$ cat src/rtl/deq_pkg.sv
// ----------------------------------------------------------------------------
// deq_pkg
// Shared types and default sizes for the double-ended queue.
// ----------------------------------------------------------------------------
package deq_pkg;

    localparam int DEQ_DEPTH      = 32;
    localparam int DEQ_DATA_WIDTH = 32;

    localparam int VALUE_W  = 32;
    localparam int COUNT_W  = 6;

    typedef enum logic [1:0] {
        OP_PUSH_FRONT = 2'd0,
        OP_PUSH_BACK  = 2'd1,
        OP_POP_FRONT  = 2'd2,
        OP_POP_BACK   = 2'd3
    } t_opcode;

    typedef enum logic [1:0] {
        ST_OK    = 2'd0,
        ST_EMPTY = 2'd1,
        ST_FULL  = 2'd2
    } t_status;

endpackage

$ cat src/rtl/double_ended_queue.sv
// ----------------------------------------------------------------------------
// double_ended_queue
// Bounded deque of signed words held in a ring buffer memory.
// ----------------------------------------------------------------------------
// Each input word carries an operation (push front, push back, pop front,
// pop back) and a value; each gives exactly one result word with the popped
// value (zero unless a pop succeeded), a status (ok, empty, full) and the
// entry count after the operation. Entries live in a single-port-write,
// registered-read memory addressed through a head pointer and a count. An
// operation updates the pointers and writes the memory in the cycle it is
// accepted; a pop's data comes from the registered memory read, through a
// holding stage and then the output register. One operation is accepted
// per clock as long as results are taken; a result is valid on the master
// side once it has passed the holding stage and the output register.
// No clearing pass is needed after reset.
// ----------------------------------------------------------------------------
module double_ended_queue
    import deq_pkg::*;
#(
    parameter int DEPTH      = DEQ_DEPTH,
    parameter int DATA_WIDTH = DEQ_DATA_WIDTH
) (
    input  logic        i_clk,
    input  logic        i_rst_n,

    input  logic        s_axis_tvalid,
    output logic        s_axis_tready,
    input  logic [31:0] s_axis_tdata,   // [31:0] push_value
    input  logic [1:0]  s_axis_tuser,   // [1:0] opcode

    output logic        m_axis_tvalid,
    input  logic        m_axis_tready,
    output logic [39:0] m_axis_tdata,   // [31:0] pop_value, [37:32] entry_count, zero above
    output logic [1:0]  m_axis_tuser    // [1:0] status
);

    localparam int IW = $clog2(DEPTH);
    localparam int CW = $clog2(DEPTH + 1);
    localparam int XW = (CW > COUNT_W) ? CW : COUNT_W;
    localparam int EW = (DATA_WIDTH > VALUE_W) ? DATA_WIDTH : VALUE_W;

    localparam logic [CW-1:0] FULL_CNT = CW'(DEPTH);
    localparam logic [IW:0]   DEPTH_X  = (IW + 1)'(DEPTH);
    localparam logic [IW-1:0] LAST_IDX = IW'(DEPTH - 1);

    // entry memory
    logic signed [DATA_WIDTH-1:0] mem [DEPTH];
    logic signed [DATA_WIDTH-1:0] r_rd_data;

    logic [IW-1:0] r_head, n_head;
    logic [CW-1:0] r_count, n_count;

    // holding stage: result waiting for read data
    logic          r_s1_valid;
    t_status       r_s1_status, n_s1_status;
    logic [CW-1:0] r_s1_count;
    logic          r_s1_pop, n_s1_pop;

    // output register
    logic                r_out_valid;
    t_status             r_out_status;
    logic [CW-1:0]       r_out_count;
    logic [VALUE_W-1:0]  r_out_value;

    logic          s_accept;
    logic          s1_adv;
    t_opcode       op;
    logic          mem_we, mem_re;
    logic [IW-1:0] mem_wa, mem_ra;
    logic [IW:0]   sum_hc;
    logic [IW:0]   sum_last;
    logic [IW-1:0] tail_idx;
    logic [IW-1:0] last_idx;
    logic [IW-1:0] head_dec;
    logic [IW-1:0] head_inc;
    logic [EW-1:0] pop_ext;
    logic [XW-1:0] cnt_ext;

    assign s1_adv        = r_s1_valid && (!r_out_valid || m_axis_tready);
    assign s_axis_tready = !r_s1_valid || s1_adv;
    assign s_accept      = s_axis_tvalid && s_axis_tready;
    assign op            = t_opcode'(s_axis_tuser);

    // ring index arithmetic, sums stay below twice the depth
    always_comb begin
        sum_hc   = {1'b0, r_head} + (IW + 1)'(r_count);
        sum_last = sum_hc - 1'b1;
        tail_idx = (sum_hc >= DEPTH_X) ? IW'(sum_hc - DEPTH_X) : sum_hc[IW-1:0];
        last_idx = (sum_last >= DEPTH_X) ? IW'(sum_last - DEPTH_X) : sum_last[IW-1:0];
        head_dec = (r_head == '0) ? LAST_IDX : r_head - 1'b1;
        head_inc = (r_head == LAST_IDX) ? '0 : r_head + 1'b1;
    end

    always_comb begin
        n_head      = r_head;
        n_count     = r_count;
        n_s1_status = ST_OK;
        n_s1_pop    = 1'b0;
        mem_we      = 1'b0;
        mem_wa      = tail_idx;
        mem_re      = 1'b0;
        mem_ra      = r_head;
        if (s_accept) begin
            unique case (op)
                OP_PUSH_FRONT: begin
                    if (r_count >= FULL_CNT) begin
                        n_s1_status = ST_FULL;
                    end else begin
                        n_head  = head_dec;
                        n_count = r_count + 1'b1;
                        mem_we  = 1'b1;
                        mem_wa  = head_dec;
                    end
                end
                OP_PUSH_BACK: begin
                    if (r_count >= FULL_CNT) begin
                        n_s1_status = ST_FULL;
                    end else begin
                        n_count = r_count + 1'b1;
                        mem_we  = 1'b1;
                        mem_wa  = tail_idx;
                    end
                end
                OP_POP_FRONT: begin
                    if (r_count == '0) begin
                        n_s1_status = ST_EMPTY;
                    end else begin
                        n_head   = head_inc;
                        n_count  = r_count - 1'b1;
                        mem_re   = 1'b1;
                        mem_ra   = r_head;
                        n_s1_pop = 1'b1;
                    end
                end
                OP_POP_BACK: begin
                    if (r_count == '0) begin
                        n_s1_status = ST_EMPTY;
                    end else begin
                        n_count  = r_count - 1'b1;
                        mem_re   = 1'b1;
                        mem_ra   = last_idx;
                        n_s1_pop = 1'b1;
                    end
                end
                default: begin
                    n_s1_status = ST_OK;
                end
            endcase
        end
    end

    // memory: write at acceptance, registered read
    always_ff @(posedge i_clk) begin
        if (mem_we) begin
            mem[mem_wa] <= DATA_WIDTH'(signed'(s_axis_tdata));
        end
        if (mem_re) begin
            r_rd_data <= mem[mem_ra];
        end
    end

    always_ff @(posedge i_clk) begin
        if (!i_rst_n) begin
            r_head      <= '0;
            r_count     <= '0;
            r_s1_valid  <= 1'b0;
            r_out_valid <= 1'b0;
        end else begin
            r_head  <= n_head;
            r_count <= n_count;
            if (s_accept) begin
                r_s1_valid <= 1'b1;
            end else if (s1_adv) begin
                r_s1_valid <= 1'b0;
            end
            if (s1_adv) begin
                r_out_valid <= 1'b1;
            end else if (m_axis_tready) begin
                r_out_valid <= 1'b0;
            end
        end
    end

    // payload: hold while stalled
    always_ff @(posedge i_clk) begin
        if (s_accept) begin
            r_s1_status <= n_s1_status;
            r_s1_count  <= n_count;
            r_s1_pop    <= n_s1_pop;
        end
        if (s1_adv) begin
            r_out_status <= r_s1_status;
            r_out_count  <= r_s1_count;
            r_out_value  <= r_s1_pop ? pop_ext[VALUE_W-1:0] : '0;
        end
    end

    assign pop_ext = EW'(r_rd_data);
    assign cnt_ext = XW'(r_out_count);

    assign m_axis_tvalid = r_out_valid;
    assign m_axis_tdata  = {2'b00, cnt_ext[COUNT_W-1:0], r_out_value};
    assign m_axis_tuser  = r_out_status;

    // ------------------------------------------------------------------------
    // assertions
    // ------------------------------------------------------------------------
    a_count_bound: assert property (@(posedge i_clk) disable iff (!i_rst_n)
        r_count <= FULL_CNT)
        else $error("entry count exceeds depth");

    a_empty_zero: assert property (@(posedge i_clk) disable iff (!i_rst_n)
        r_out_valid && (r_out_status == ST_EMPTY) |-> (r_out_value == '0) && (r_out_count == '0))
        else $error("refused pop reports data or nonzero count");

    a_full_count: assert property (@(posedge i_clk) disable iff (!i_rst_n)
        r_out_valid && (r_out_status == ST_FULL) |-> (r_out_count == FULL_CNT))
        else $error("refused push reports count below depth");

    a_push_count: assert property (@(posedge i_clk) disable iff (!i_rst_n)
        s_accept && ((op == OP_PUSH_FRONT) || (op == OP_PUSH_BACK)) && (r_count < FULL_CNT)
        |=> r_count == $past(r_count) + 1'b1)
        else $error("accepted push did not grow the count");

    a_s1_hold: assert property (@(posedge i_clk) disable iff (!i_rst_n)
        r_s1_valid && !s1_adv |=> r_s1_valid && $stable(r_s1_status) && $stable(r_s1_count))
        else $error("holding stage lost a word under stall");

endmodule
$ cat config.mk
export PLATFORM = sky130hd
export DESIGN_NAME = double_ended_queue
export DESIGN_NICKNAME = d
export VERILOG_FILES = /design/src/rtl/deq_pkg.sv /design/src/rtl/double_ended_queue.sv
export SDC_FILE = /design/constraint.sdc
export NUM_CORES = 1
export LEC_CHECK = 0
export BUFFER_PORTS_ARGS = -buffer_cell sky130_fd_sc_hd__clkbuf_2
export CAP_MARGIN = 20
export CORE_UTILIZATION = 35
export CTS_CLUSTER_SIZE = 40
export DETAILED_ROUTE_END_ITERATION = 10
export PLACE_DENSITY_LB_ADDON = 0.2
export SYNTH_ARGS = -nofsm -noshare
export SYNTH_HDL_FRONTEND = slang
export SYNTH_SLANG_ARGS = --single-unit
$ cat constraint.sdc
create_clock -name i_clk -period 5.8 [get_ports i_clk]
set_input_delay 0.29 -clock i_clk [delete_from_list [all_inputs] [get_ports i_clk]]
set_output_delay 0.29 -clock i_clk [all_outputs]
set_load 0.03 [all_outputs]
Word level (Yosys, flattened, before mapping). Memories as Yosys holds them, arrays and structs flattened. A register that Yosys moved wholly into a read port is not among the register bits. Index checks and enable logic that the tools add are counted.

Flip-flop bits (word level): 62. Bits in writable memories: 1024. Input port bits: 38. Logic and storage cells: 75. Memories kept: 1.

Memory list: mem (depth 32, width 32, rd ports 1, clocked after Yosys merged registers in 1, write ports 1, line double_ended_queue.sv:47) `logic signed [DATA_WIDTH-1:0] mem [DEPTH];`.

Add/subtract/negate cells: 8. $lt $le $gt $ge: 3. Equality and inequality tests: 6. Multiplexer cells: 32. Reductions and logical operators: 15.

Operator list (count): $mux W5 (12); $ge A6 B6 Y1 const B (3); $mux W6 (3); $sub A5 B1 Y5 const B (3); $mux W1 (13); $pmux W6 S2 (1); $sub A6 B1 Y6 const B (2); $pmux W5 S2 (1); $add A5 B6 Y6 (1); $add A6 B1 Y6 const B (1); $logic_not A6 Y1 (1); $reduce_bool A2 Y1 (3); $add A5 B1 Y5 const B (1); $eq A5 B5 Y1 const B (1); $logic_not A5 Y1 (1); $eq A2 B2 Y1 const B (2); $ne A2 B2 Y1 const B (2); $pmux W2 S2 (1); $reduce_and A4 Y1 (1); $reduce_or A2 Y1 (2); $eq A2 B1 Y1 const B (1); $logic_and A1 B1 Y1 (2); $logic_not A1 Y1 (2); $logic_not A2 Y1 (1); 2 further kinds (3).

Longest topological paths before layout.
Word-level depth: 8. Depth in mapped cells: 15. Depth with buffers taken out: 11.

Worst setup path before layout. No wires, ideal clock.

Path type: register to register. From: reg r_out_valid (netlist: m_axis_tvalid). To: mem mem[12][0] (netlist bit), enable pin. Library setup time: 461 ps. Data arrival time: 4629 ps. Data required time: 5339 ps. Path slack: 710 ps. Cell stages (with the launch flop): 11. Buffers on the path: 1. Clock period less this slack: 5090 ps. Path through: dfxtp_1 and3b_1 inv_1 nand2_1 clkinv_1 nand3b_1 nor2_1 a21oi_1 xnor2_1 clkbuf_1 nor3_1.

Word-level cells in the longest chain between the ends: 8. Elaborated cells on any way between the ends: 9. Those cells by class: 4 x mux; 5 x reduce/logical.

Ends and longest elaborated chain: from (decl) (line double_ended_queue.sv:60) `logic r_out_valid;`; from (signal assigned) (line double_ended_queue.sv:167) `r_out_valid <= 1'b0;`; from (signal assigned) (line double_ended_queue.sv:177) `r_out_valid <= 1'b1;`; from (signal assigned) (line double_ended_queue.sv:179) `r_out_valid <= 1'b0;`; $logic_not A1 Y1 (*) (line double_ended_queue.sv:79) `assign s1_adv = r_s1_valid && (!r_out_valid || m_axis_tready);`; $logic_or A1 B1 Y1 (*) (line double_ended_queue.sv:79); $logic_and A1 B1 Y1 (*) (line double_ended_queue.sv:79); $logic_or A1 B1 Y1 (*) (line double_ended_queue.sv:80) `assign s_axis_tready = !r_s1_valid || s1_adv;`; named net s_axis_tready (line double_ended_queue.sv:27) `output logic s_axis_tready,`; $logic_and A1 B1 Y1 (*) (line double_ended_queue.sv:81) `assign s_accept = s_axis_tvalid && s_axis_tready;`; named net s_accept (line double_ended_queue.sv:65) `logic s_accept;`; $mux W1 (line double_ended_queue.sv:103) `if (s_accept) begin`; $mux W1 (line double_ended_queue.sv:154) `if (mem_we) begin`; $mux W1 (not written as such) (line double_ended_queue.sv:155) `mem[mem_wa] <= DATA_WIDTH'(signed'(s_axis_tdata));`; to (decl) (line double_ended_queue.sv:47).

The timed path passes the listed nets; every way through them passes the cells marked *.

Final worst setup path.
From: reg r_head[0]. To: reg r_rd_data[10] (netlist: pop_ext[10]) (read register of mem), data pin.

Word-level cells in the longest chain between the ends: 7. Elaborated cells on any way between the ends: 8. Those cells by class: 3 x add/sub; 1 x order compare; 4 x mux.

Ends and longest elaborated chain: from (decl) (line double_ended_queue.sv:50) `logic [IW-1:0] r_head, n_head;`; from (signal assigned) (line double_ended_queue.sv:169) `r_head <= n_head;`; $add A5 B6 Y6 (line double_ended_queue.sv:86) `sum_hc = {1'b0, r_head} + (IW + 1)'(r_count);`; $sub A6 B1 Y6 (line double_ended_queue.sv:87) `sum_last = sum_hc - 1'b1;`; $sub A5 B1 Y5 or $ge A6 B6 Y1 (tied branches) (line double_ended_queue.sv:89) `last_idx = (sum_last >= DEPTH_X) ? IW'(sum_last - DEPTH_X) : sum_last[IW-1:0];`; $mux W5 (line double_ended_queue.sv:89); $mux W5 (line double_ended_queue.sv:136) `if (r_count == '0) begin`; $mux W5; $mux W5 (*) (line double_ended_queue.sv:103); to (decl) (line double_ended_queue.sv:48) `logic signed [DATA_WIDTH-1:0] r_rd_data;`.

Every way passes the cells marked *; elsewhere a longest branch is shown, timed or not. A chain may end at the register's enable or synchronous reset.

==> results.md <==
- Drt pass-1 iters: 8
- Post-synth EDFFs: 1105
- Ports: 82
- CP startpoint kind: flip-flop
- Final ANT Viol Nets: 0
- Worst Max-Slew Pin Slew: 1.11 ns
- Root Driver: clkbuf_16
- Finished Layout Cells: 4907
- PD cells: 378 nW/um2
- WL final: 123 mm
- Gr busiest metal: met2
- Critical Path AT: 4.95 ns
- Core area: 124000 um2
- H-tree depth: 3
- Slew margin rel.: 25.7%
- Kind of critical path: flip-flop to flip-flop
- CTS buffer count: 115
- Die Span Y: 356 um
- Max-cap violation count: 0
- Synth cell types: 60
- Worst Path Max Fanout: 23
- RSZ-0062 raised after global routing: false
- Status: finished, violations left
- Hpwl dp: 63.0 mm
- Worst-Skew Late Latency: 0.71 ns
- Setup violations, final: 0
- Drc violations: 20
- Gpl congestion: 0.771
- TNS Setup: 0 ns
- # nets final: 3222
- Layout area overhead: 14.9%
- Cell Area, Synth: 43700 um2
- Max Root-Sink Buffers: 3
- CTS tree: built
- First-pass GRT wire length: 179 mm
- Post-synthesis sequential area ratio: 76.5%
- Met2 Use GR: 31.1%
- Failing checks: design-rule violations
- Routed len/inst: 25.2 um
- Gr ovfl total: 0
- Largest net degree at the start of global routing: 143
- Hold Crit Class: primary input to flip-flop
- Clk_skew: 0.0408 ns
- Slew Limit Fails: 0
- Crit end category: flip-flop
- Avg Cell Area, Syn: 14.3 um2
- Most frequent cells in the layout: 1105 x edfxtp_1, 842 x nand2_1, 320 x nand3_1
- Starting Density: 35.3%
- Fmax: 220 MHz
- Iter 0 DRT Violations: 2382
- Share of flip-flops with an asynchronous set or reset: 0%
- GRT Total Usage: 19.4%
- Hold Path Depth: 2
- Leak: 0.0164 uW
- VDD IR max: 0.239 mV
- FP Rows: 129
- YS warnings: 0
- DR vias: 26000
- Vias per cell: 5.30
- Cells after DPL: 4688
- Vias in the first global route: 24600
- Synth Flop Type: edfxtp_1
- #FFs+latches synth: 1118
- Ratio of cells with drive above 1 in the final layout: 12.8%
- Worst reg-to-reg path cell count: 12
- Initial antenna violation count: 1
- Buffers added on ports: 79
- Grt met3 use: 2.37%
- Tcrit/Tclk final: 78.4%
- Reg clk slew, reported paths: 0.06 ns
- Met1 Track Usage GR: 27.6%
- Setup Fix Bufs, Post-CTS: 0
- TritonCTS Sinks: 1118
- Commonest non-fill, non-tap cell in the layout: edfxtp_1
- Worst EP required: 6.20 ns
- Area of the die: 126000 um2
- Post-layout min period: 4.55 ns
- Die X: 356 um
- Final Hold Fails: 0
- Gate Count Post-Synth: 3061
[cell type report]
type / instances / area [um2]
Antenna cell: 1 / 2.50
Tap cell: 1637 / 2050
Multi-Input combinational cell: 1738 / 9670
Sequential cell: 1118 / 33400
Clock inverter: 63 / 500
Timing Repair Buffer: 186 / 1450
Inverter: 14 / 52.6
Fill cell: 11200 / 73500
Clock buffer: 150 / 3080
[worst max-delay path: stages (launching register included)]
cell       delay [ns]
dfxtp_1          0.60
ha_1             0.29
fa_1             0.45
inv_1            0.09
ha_1             0.22
nand2b_1         0.08
a2111oi_2        0.39
o22a_1           0.25
or3_1            0.14
nand3_2          0.84
buf_4            0.55
a31oi_1          0.24
a2111oi_2        0.08
[flip-flops by register name, indices dropped and copies added, names as in the netlist]
name           count
m_axis_tvalid      1
r_out_value       32
r_s1_status        2
r_count            6
r_s1_valid         1
r_s1_pop           1
mem             1024
m_axis_tuser       2
r_s1_count         6
cnt_ext            6
r_head             5
pop_ext           32
[power by group]
part / internal (uW) / switching [uW] / total, uW
Combinational: 763 / 1870 / 2640
Clock: 4070 / 3060 / 7130
Sequential: 9140 / 72.1 / 9210
Total: 14000 / 5000 / 19000
[kinds of logic after synthesis]
family / Yosys count / share of synthesized area (%)
AOI/OAI and AO/OA: 289 / 5.44
xor gates and xnor gates: 10 / 0.252
buffers and inverters: 206 / 2.13
DFF: 1118 / 76.5
and+or+nand+nor: 1323 / 13.0
other: 1 / 0.00857
adders and majority gates: 11 / 0.332
muxes: 103 / 2.36
[what timing repair did]
| action | in CTS | in global routing |
|---|---|---|
| endpoints found under the setup margin | 0 | 0 |
| hold endpoints to repair | 5 | 0 |
| hold buffers | 5 | 0 |
| resized for setup | 0 | 0 |
[metrics by stage]
stage / setup slack [ns] / util (%) / total power, uW / area [um2] / hold slack, ns
5_1_grt: 0.985 / 40.6 / 19700 / 50200 / 0.137
3_5_place_dp: 1.28 / 37.7 / 12000 / 46600 / 0.410
2_1_floorplan: 0.710 / - / 11000 / 43700 / 0.389
4_1_cts: 1.25 / 40.6 / 19200 / 50200 / 0.0979
3_3_place_gp: 1.30 / 37.6 / 12000 / 46600 / 0.408
6_report: 1.25 / 40.6 / 19000 / 50200 / 0.153
[per-layer routing]
| layer | up-vias | routed length, um |
|---|---|---|
| li1 | 11700 | - |
| met1 | 13300 | 55300 |
| met2 | 777 | 58500 |
| met3 | 178 | 6420 |
| met4 | 0 | 3200 |
| met5 | - | 0 |
[path summary, 6_finish.rpt]
check / from / to / slack (ns)
max: r_head[0] / pop_ext[10] / 1.25
min: s_axis_tuser[1] / r_s1_status[1] / 0.15
max reg2reg: r_head[0] / pop_ext[10] / 1.25
min reg2reg: r_s1_count[4] / cnt_ext[4] / 0.42
[cell usage after synthesis, drive strengths merged, types with 2 or more instances]
master | instances | share of area (%)
a2111oi | 32 | 1.1
a211oi | 3 | 0.051
a21boi | 2 | 0.034
a21o | 2 | 0.034
a21oi | 15 | 0.17
a31oi | 99 | 1.4
a32oi | 99 | 2.0
and2 | 40 | 0.57
and3 | 3 | 0.043
buf | 108 | 1.3
clkbuf | 84 | 0.72
dfxtp | 13 | 0.59
edfxtp | 1105 | 76
ha | 10 | 0.29
inv | 13 | 0.11
mux2 | 2 | 0.051
mux2i | 101 | 2.3
nand2 | 842 | 7.2
nand2b | 9 | 0.13
nand3 | 321 | 3.7
nand4 | 35 | 0.50
nor2 | 15 | 0.13
nor2b | 4 | 0.057
nor3 | 40 | 0.46
nor4 | 3 | 0.057
o211a | 2 | 0.046
o211ai | 2 | 0.046
o21a | 3 | 0.051
o21ai | 13 | 0.17
o22ai | 2 | 0.029
o311a | 2 | 0.046
o31ai | 3 | 0.051
o32ai | 2 | 0.040
or3 | 5 | 0.072
xnor2 | 4 | 0.080
xor2 | 5 | 0.12
Power figures use the tool's default switching activity.
